===== config.mk =====
export PLATFORM = sky130hd
export DESIGN_NAME = hex_display_two_wire_driver_top
export DESIGN_NICKNAME = d
export VERILOG_FILES = /design/src/hdl/hdtw_pkg.sv /design/src/hdl/hex_display_two_wire_driver_top.sv
export VERILOG_INCLUDE_DIRS = /design/src /design/src/hdl
export SDC_FILE = /design/constraint.sdc
export NUM_CORES = 1
export LEC_CHECK = 0
export BUFFER_PORTS_ARGS = -buffer_cell sky130_fd_sc_hd__clkbuf_2
export CAP_MARGIN = 40
export CELL_PAD_IN_SITES_DETAIL_PLACEMENT = 2
export CELL_PAD_IN_SITES_GLOBAL_PLACEMENT = 2
export CORE_UTILIZATION = 37
export CTS_BUF_LIST = sky130_fd_sc_hd__clkbuf_16
export DETAILED_ROUTE_END_ITERATION = 12
export PLACE_DENSITY = 0.83
export SLEW_MARGIN = 20
export SYNTH_ARGS = -nofsm -noshare
export SYNTH_HDL_FRONTEND = slang
export SYNTH_SLANG_ARGS = --single-unit

===== constraint.sdc =====
create_clock -name clk -period 4.98 [get_ports clk]
set_input_delay 0.498 -clock clk [delete_from_list [all_inputs] [get_ports clk]]
set_output_delay 0.498 -clock clk [all_outputs]
set_load 0.03 [all_outputs]

===== src/hdl/assert_macros.svh =====
// Assertion macros used by the top-level RTL file.
`ifndef ASSERT_MACROS_SVH
`define ASSERT_MACROS_SVH
`ifndef SYNTH
// Condition must hold at every clock edge outside reset.
`define ASSERT_ALWAYS(lbl, clk, rst, cond) \
  lbl: assert property (@(posedge clk) disable iff (rst) (cond)) \
    else $error("assertion failed: cond");
// Antecedent implies consequent in the same cycle.
`define ASSERT_IMPLIES(lbl, clk, rst, ante, cons) \
  lbl: assert property (@(posedge clk) disable iff (rst) (ante) |-> (cons)) \
    else $error("assertion failed: ante -> cons");
`else
`define ASSERT_ALWAYS(lbl, clk, rst, cond)
`define ASSERT_IMPLIES(lbl, clk, rst, ante, cons)
`endif
`endif


===== src/hdl/hdtw_pkg.sv =====
// Package: sequence codes, lengths and the hex to segment table.
`default_nettype none
package hdtw_pkg;

  localparam logic [1:0] KIND_IDLE  = 2'd0;
  localparam logic [1:0] KIND_INIT  = 2'd1;
  localparam logic [1:0] KIND_FRAME = 2'd2;

  localparam logic [5:0] INIT_LEN  = 6'd23;
  localparam logic [5:0] FRAME_LEN = 6'd48;

  localparam logic [7:0] ADDR_CMD    = 8'h40;
  localparam logic [7:0] ADDR_DIGIT0 = 8'hc0;
  localparam logic [4:0] CTRL_BASE   = 5'b10001;  // 0x88 with low 3 bits free

  function automatic logic [7:0] seg_code(input logic [3:0] nib);
    logic [7:0] s;
    case (nib)
      4'h0: s = 8'h3f;
      4'h1: s = 8'h06;
      4'h2: s = 8'h5b;
      4'h3: s = 8'h4f;
      4'h4: s = 8'h66;
      4'h5: s = 8'h6d;
      4'h6: s = 8'h7d;
      4'h7: s = 8'h07;
      4'h8: s = 8'h7f;
      4'h9: s = 8'h6f;
      4'ha: s = 8'h77;
      4'hb: s = 8'h7c;
      4'hc: s = 8'h39;
      4'hd: s = 8'h5e;
      4'he: s = 8'h79;
      4'hf: s = 8'h71;
      default: s = 8'h00;
    endcase
    return s;
  endfunction

endpackage
`default_nettype wire


===== src/hdl/hex_display_two_wire_driver_top.sv =====
// Top level: two-wire seven-segment display driver, one request per clock while out_ready holds high.
//
//  channel | signals                          | handshake
//  --------+----------------------------------+-------------------------
//  in      | req_type, hex_value              | in_valid / in_ready
//  out     | bus_clock, bus_data, busy_res    | out_valid / out_ready
//  cfg     | cfg_wdata (brightness)           | cfg_we, no wait
//
// For each request, the whole bit-level sequencer update is
// one step of logic from the state registers into the result register.
// in_ready is high whenever the result register is empty or being drained,
// so a request is taken every cycle while out_ready holds high.
// rst (synchronous) loads the power-up state: init sequence pending,
// data line high, brightness 1. Output stalls hold the result register.
`default_nettype none
`include "assert_macros.svh"
module hex_display_two_wire_driver_top (
  input  wire logic        clk,
  input  wire logic        rst,
  input  wire logic        cfg_we,
  input  wire logic [2:0]  cfg_wdata,
  input  wire logic        in_valid,
  output logic             in_ready,
  input  wire logic        req_type,
  input  wire logic [11:0] hex_value,
  output logic             out_valid,
  input  wire logic        out_ready,
  output logic             bus_clock,
  output logic             bus_data,
  output logic             busy_res
);
  import hdtw_pkg::*;

  // symbol classes of one bit period
  localparam logic [1:0] SYM_START = 2'd0;
  localparam logic [1:0] SYM_STOP  = 2'd1;
  localparam logic [1:0] SYM_BIT   = 2'd2;
  localparam logic [1:0] SYM_IDLE  = 2'd3;

  // state
  logic [2:0]  brightness;
  logic [1:0]  tick_phase, tick_phase_next;
  logic [5:0]  symbol_count, symbol_count_next;
  logic [1:0]  sequence_kind, sequence_kind_next;
  logic        data_level, data_level_next;
  logic [23:0] frame_segments, frame_segments_next;
  logic [23:0] waiting_segments, waiting_segments_next;
  logic        waiting_flag, waiting_flag_next;

  // decode
  logic        busy;
  logic [1:0]  sym;
  logic        bitv;
  logic [7:0]  cur_byte;
  logic [3:0]  bit_pos;
  logic [5:0]  sidx;       // symbol index minus one
  logic [2:0]  byte_sel;
  logic [23:0] new_segs;
  logic [5:0]  count_inc;
  logic [5:0]  seq_len;
  logic        res_clock, res_data, res_busy;
  logic        in_fire;

  assign in_ready = !out_valid || out_ready;
  assign in_fire  = in_valid && in_ready;
  assign busy     = (sequence_kind == KIND_INIT) || (sequence_kind == KIND_FRAME);
  assign sidx     = symbol_count - 6'd1;

  assign new_segs = {seg_code(hex_value[3:0]), seg_code(hex_value[7:4]),
                     seg_code(hex_value[11:8])};

  // which byte of the frame and which bit within its nine-slot group
  always_comb begin
    if (sidx >= 6'd36) begin
      byte_sel = 3'd4;
      bit_pos  = 4'(sidx - 6'd36);
    end else if (sidx >= 6'd27) begin
      byte_sel = 3'd3;
      bit_pos  = 4'(sidx - 6'd27);
    end else if (sidx >= 6'd18) begin
      byte_sel = 3'd2;
      bit_pos  = 4'(sidx - 6'd18);
    end else if (sidx >= 6'd9) begin
      byte_sel = 3'd1;
      bit_pos  = 4'(sidx - 6'd9);
    end else begin
      byte_sel = 3'd0;
      bit_pos  = 4'(sidx);
    end
  end

  // symbol decode for the current position
  always_comb begin
    sym      = SYM_IDLE;
    cur_byte = 8'h00;
    bitv     = 1'b0;
    if (sequence_kind == KIND_INIT) begin
      if (symbol_count == 6'd0 || symbol_count == 6'd11) begin
        sym = SYM_START;
      end else if (symbol_count == 6'd10 || symbol_count == 6'd21) begin
        sym = SYM_STOP;
      end else if (symbol_count >= 6'd1 && symbol_count <= 6'd9) begin
        sym      = SYM_BIT;
        cur_byte = ADDR_CMD;
        if (symbol_count <= 6'd8) begin
          bitv = cur_byte[3'(symbol_count - 6'd1)];
        end
      end else if (symbol_count >= 6'd12 && symbol_count <= 6'd20) begin
        sym      = SYM_BIT;
        cur_byte = {CTRL_BASE, brightness};
        if (symbol_count <= 6'd19) begin
          bitv = cur_byte[3'(symbol_count - 6'd12)];
        end
      end
    end else if (sequence_kind == KIND_FRAME) begin
      if (symbol_count == 6'd0) begin
        sym = SYM_START;
      end else if (symbol_count == 6'd46) begin
        sym = SYM_STOP;
      end else if (symbol_count <= 6'd45) begin
        sym = SYM_BIT;
        case (byte_sel)
          3'd0:    cur_byte = ADDR_DIGIT0;
          3'd1:    cur_byte = frame_segments[7:0];
          3'd2:    cur_byte = frame_segments[15:8];
          3'd3:    cur_byte = frame_segments[23:16];
          default: cur_byte = 8'h00;
        endcase
        // ninth slot is the acknowledge: data held low
        if (!bit_pos[3]) begin
          bitv = cur_byte[bit_pos[2:0]];
        end
      end
    end
  end

  assign count_inc = symbol_count + 6'd1;
  assign seq_len   = (sequence_kind == KIND_INIT) ? INIT_LEN : FRAME_LEN;

  // next state and result for the request at the input
  always_comb begin
    tick_phase_next       = tick_phase;
    symbol_count_next     = symbol_count;
    sequence_kind_next    = sequence_kind;
    data_level_next       = data_level;
    frame_segments_next   = frame_segments;
    waiting_segments_next = waiting_segments;
    waiting_flag_next     = waiting_flag;
    res_clock             = 1'b1;
    res_data              = data_level;
    res_busy              = 1'b0;
    if (req_type) begin
      // new value: queue it behind a running sequence, or start at once
      if (busy) begin
        waiting_segments_next = new_segs;
        waiting_flag_next     = 1'b1;
        res_clock             = tick_phase[1];
      end else begin
        frame_segments_next = new_segs;
        sequence_kind_next  = KIND_FRAME;
        symbol_count_next   = 6'd0;
        tick_phase_next     = 2'd0;
        res_clock           = 1'b0;
      end
      res_busy = 1'b1;
    end else if (busy) begin
      if (sym == SYM_BIT && tick_phase == 2'd1) begin
        data_level_next = bitv;
      end else if (sym == SYM_START && tick_phase == 2'd3) begin
        data_level_next = 1'b0;
      end else if (sym == SYM_STOP && tick_phase == 2'd3) begin
        data_level_next = 1'b1;
      end
      res_clock = tick_phase[1];
      res_data  = data_level_next;
      res_busy  = 1'b1;
      if (tick_phase == 2'd3) begin
        tick_phase_next   = 2'd0;
        symbol_count_next = count_inc;
        if (count_inc >= seq_len) begin
          if (waiting_flag) begin
            // queued value follows without a halt
            waiting_flag_next   = 1'b0;
            frame_segments_next = waiting_segments;
            sequence_kind_next  = KIND_FRAME;
            symbol_count_next   = 6'd0;
          end else begin
            sequence_kind_next = KIND_IDLE;
            symbol_count_next  = 6'd0;
          end
        end
      end else begin
        tick_phase_next = tick_phase + 2'd1;
      end
    end
  end

  // control state
  always_ff @(posedge clk) begin
    if (rst) begin
      brightness    <= 3'd1;
      tick_phase    <= 2'd0;
      symbol_count  <= 6'd0;
      sequence_kind <= KIND_INIT;
      data_level    <= 1'b1;
      waiting_flag  <= 1'b0;
      out_valid     <= 1'b0;
    end else begin
      if (cfg_we) begin
        brightness <= cfg_wdata;
      end
      if (in_fire) begin
        tick_phase    <= tick_phase_next;
        symbol_count  <= symbol_count_next;
        sequence_kind <= sequence_kind_next;
        data_level    <= data_level_next;
        waiting_flag  <= waiting_flag_next;
      end
      out_valid <= in_fire || (out_valid && !out_ready);
    end
  end

  // segment holding registers; model reset clears them
  always_ff @(posedge clk) begin
    if (rst) begin
      frame_segments   <= 24'd0;
      waiting_segments <= 24'd0;
    end else if (in_fire) begin
      frame_segments   <= frame_segments_next;
      waiting_segments <= waiting_segments_next;
    end
  end

  // result register
  always_ff @(posedge clk) begin
    if (in_fire) begin
      bus_clock <= res_clock;
      bus_data  <= res_data;
      busy_res  <= res_busy;
    end
  end

  // a queued value only exists behind a running sequence
  `ASSERT_IMPLIES(a_wait_busy, clk, rst, waiting_flag, busy)
  // position never runs past the longest sequence
  `ASSERT_ALWAYS(a_count_range, clk, rst, symbol_count < FRAME_LEN)
  `ASSERT_IMPLIES(a_init_range, clk, rst, sequence_kind == KIND_INIT, symbol_count < INIT_LEN)
  // the clock is only ever driven low while a sequence runs
  `ASSERT_IMPLIES(a_clock_low_busy, clk, rst, out_valid && !bus_clock, busy_res)

endmodule
`default_nettype wire

==> metrics.cfg <==
[floorplan]
io_pins = 26
die_h_um = 114
die-area_mm2 = 0.0131
fp.dieW_um = 114
core-area_mm2 = 0.0122
rows = 40
start_util_pct = 38.4

[yosys]
ys_dominant_reg_cell = dfxtp_1
synth_compound_area_share_pct = 23.9
async_flop_share_pct = 0
synth_cell_type_count = 74
synth_nets = 650
synthCells = 588
synth_most_common_cell = nor2_1
synth_top_family_by_area = compound AO/OA/AOI/OAI gates
syn_area_mm2 = 0.00467
yosys_warnings = 0
synthAdderAreaFrac_pct = 11.0
ys_ff_latch = 61
synth_top_area_share_pct = 24.9
synth_edf_count = 3
ys_seq_area_share_pct = 26.8
synth_simple_gate_area_share_pct = 20.9
yosys.area.top_type = dfxtp_1
synth_area_per_cell_um2 = 7.95
synth_mux_area_share_pct = 7.93
synth_commonest_cells = 65 x nor2_1, 59 x nand2_1, 58 x dfxtp_1, 41 x ha_1, 39 x a21oi_1
ys_top_cells_by_area = dfxtp_1 25%, ha_1 11%, mux2i_1 6.0%, nor2_1 5.2%, nand2_1 4.7%
synthXorXnorAreaFrac_pct = 2.81

[sta]
min_period_ns = 4.00
slew_violations = 0
setup_tns_ns = 0
rsz0062_at_grt = no
fin_worst_skew_ns = 0.00876
max_freq_mhz = 250
hold_viol = 0
post-route-period-util_pct = 80.3
slew_headroom_pct = 51.4
setup_viol = 0
worstMarginPinSlew_ns = 0.727

[global_routing]
antenna_found_initial = 0
grt_use_total_pct = 23.7
grt_use_met3_pct = 3.81
use_met2_pct = 43.1
grt.overflow.total = 0
grt_util_met1_pct = 29.0
grt_max_degree = 41
grt.busiest_layer = met2
grt_pass1_vias = 4805
grt_pass1_wl_mm = 24.5

[drt]
firstDrtPassIters = 4
vias = 4389
detail_route.wl_per_cell_um = 19.1
finalWirelength_mm = 14.7
ant_nets = 0
drt_iter0_drc = 171
drc = 0
viasPerCell = 5.73

[power_and_ir_drop]
p_leak_uw = 0.00212
internal_power_uw = 1010
switchingPower_uw = 382
comb_power_share_pct = 14.7
peakVddDrop_v = 0.000174
power.share.clock_pct = 47.6
p_sw_share_pct = 27.5
pwr-share-seq_pct = 37.7
power_density_mw_per_mm2 = 266

[placement]
portBuffers = 25
place_congestion = 0.910
dp_hpwl_mm = 10.5
post-place-cells = 748

[critical_path]
endpoint = bus_data
critPathRequiredTime_ns = 5.04
r2r_cells = 14
reg2reg_from = symbol_count[0]
critical_path.startpoint_type = register
reg2reg_slack_ns = 0.98
endpoint_kind = register
path_class = reg2reg
timing.rr.end = bus_data
crit_fanout = 17
critPathLaunch = symbol_count[0]
arrival_ns = 4.06

[cts]
clkLatencyLatePin_ns = 0.34
clock-sinks = 61
cts-root-buf = clkbuf_16
cts_tree = yes
cts-htree-levels = 3
clk_path_buf_depth = 2
postCtsSetupBuffers = 0
post_cts_resized = 0
numCtsBuffers = 9
hold_buffers = 0
path_clk_slew_ns = 0.06

[finish]
drive_gt1_share_pct = 11.9
antenna_cells = 0
stdcell_count = 766
fill_cells = 1396
final_net_count = 655
area_growth_pct = 11.9

[status]
status = finished clean

[worst_hold_path]
hold_class = in2reg

[run]
cap_violations = 0

## final cells by class
class	count	area, um2	area share [%]
clock inverters	6	68.8	1.32
multi-input cells	455	3110	59.4
inverters	31	116	2.22
well taps	168	210	4.02
repair buffers	35	228	4.35
flip-flops and latches	61	1250	23.9
clock buffers	10	250	4.78
## power groups by stage
stage	combinational (uW)	clock, uW	sequential (uW)
after floorplan	139	0	535
after global placement	188	0	533
after detailed placement	203	0	535
after CTS	207	678	525
after global routing	228	697	526
final	204	662	525
## worst min path at each step
stage	start	endpoint	slack [ns]	cells after the start
after global routing	cfg_wdata[0]	brightness[0]	0.38	2
after detailed placement	waiting_segments[10]	waiting_segments[10]	0.45	2
after global placement	waiting_segments[12]	waiting_segments[12]	0.44	2
after CTS	cfg_wdata[0]	brightness[0]	0.35	2
after floorplan	waiting_segments[10]	waiting_segments[10]	0.44	2
final	cfg_wdata[0]	brightness[0]	0.36	2
## per-stage QoR
step                worst slack [ns]  hold slack (ns)  util, %  instance area, um2  total power [uW]
floorplan                       1.17            0.436        -                4670               674
global placement                1.35            0.442     40.0                4860               721
detailed placement             0.974            0.452     40.1                4880               738
CTS                            0.903            0.354     42.8                5200              1410
global route                   0.673            0.378     43.0                5230              1450
finish                         0.980            0.364     43.0                5230              1390
## cells in the final DEF (no fill, tap or decap), types with 4 or more instances in the layout
cell / n
a311oi_1: 5
nor3_1: 8
buf_4: 7
nor2b_1: 15
xor2_1: 4
ha_1: 41
o311ai_0: 4
clkbuf_2: 25
dfxtp_1: 58
clkbuf_16: 10
mux2_2: 6
a22oi_1: 7
o21ai_0: 20
inv_1: 31
a31oi_1: 7
and2_1: 4
nand3_1: 12
a21oi_1: 39
nand4_1: 7
mux2i_1: 28
o211ai_1: 4
or3_1: 4
o31ai_1: 5
a211oi_1: 23
nand2b_1: 6
nor2_1: 65
xnor2_1: 11
nand2_1: 59
## layer usage
layer | routed length [um] | share of wire (%) | vias to the layer above
met5 | 0 | 0 | -
met4 | 214 | 1.5 | 0
met2 | 7600 | 52 | 46
met3 | 300 | 2.0 | 17
li1 | - | - | 2118
met1 | 6560 | 45 | 2208
## worst max-delay path: stages (launching register included)
cell and delay (ns):
dfxtp_1 0.31, inv_1 0.13, ha_1 0.55, xor2_1 0.41, inv_1 0.16, ha_1 0.26, nand3_1 0.11, mux2i_1 0.11
a32oi_2 0.36, nand2_1 0.17, mux2i_1 0.16, o31ai_1 0.40, o21bai_1 0.18, a2bb2oi_1 0.26, o221ai_1 0.15
## registers in the layout, indices dropped and copies added (netlist names)
| name | count |
|---|---|
| frame_segments | 21 |
| waiting_segments | 21 |
| symbol_count | 6 |
| brightness | 3 |
| sequence_kind | 2 |
| tick_phase | 2 |
| bus_clock | 1 |
| bus_data | 1 |
| busy_res | 1 |
| data_level | 1 |
| out_valid | 1 |
| waiting_flag | 1 |
## cell families (layout without fill, tap and decap cells)
kind of cell | after synthesis | after routing
buf+inv | 72 | 82
fa+ha+maj | 41 | 41
xor+xnor | 15 | 15
mux | 35 | 35
simple gates | 204 | 204
flops | 61 | 61
compound gates | 160 | 160
Note: power is estimated with default switching activity, not from simulation.
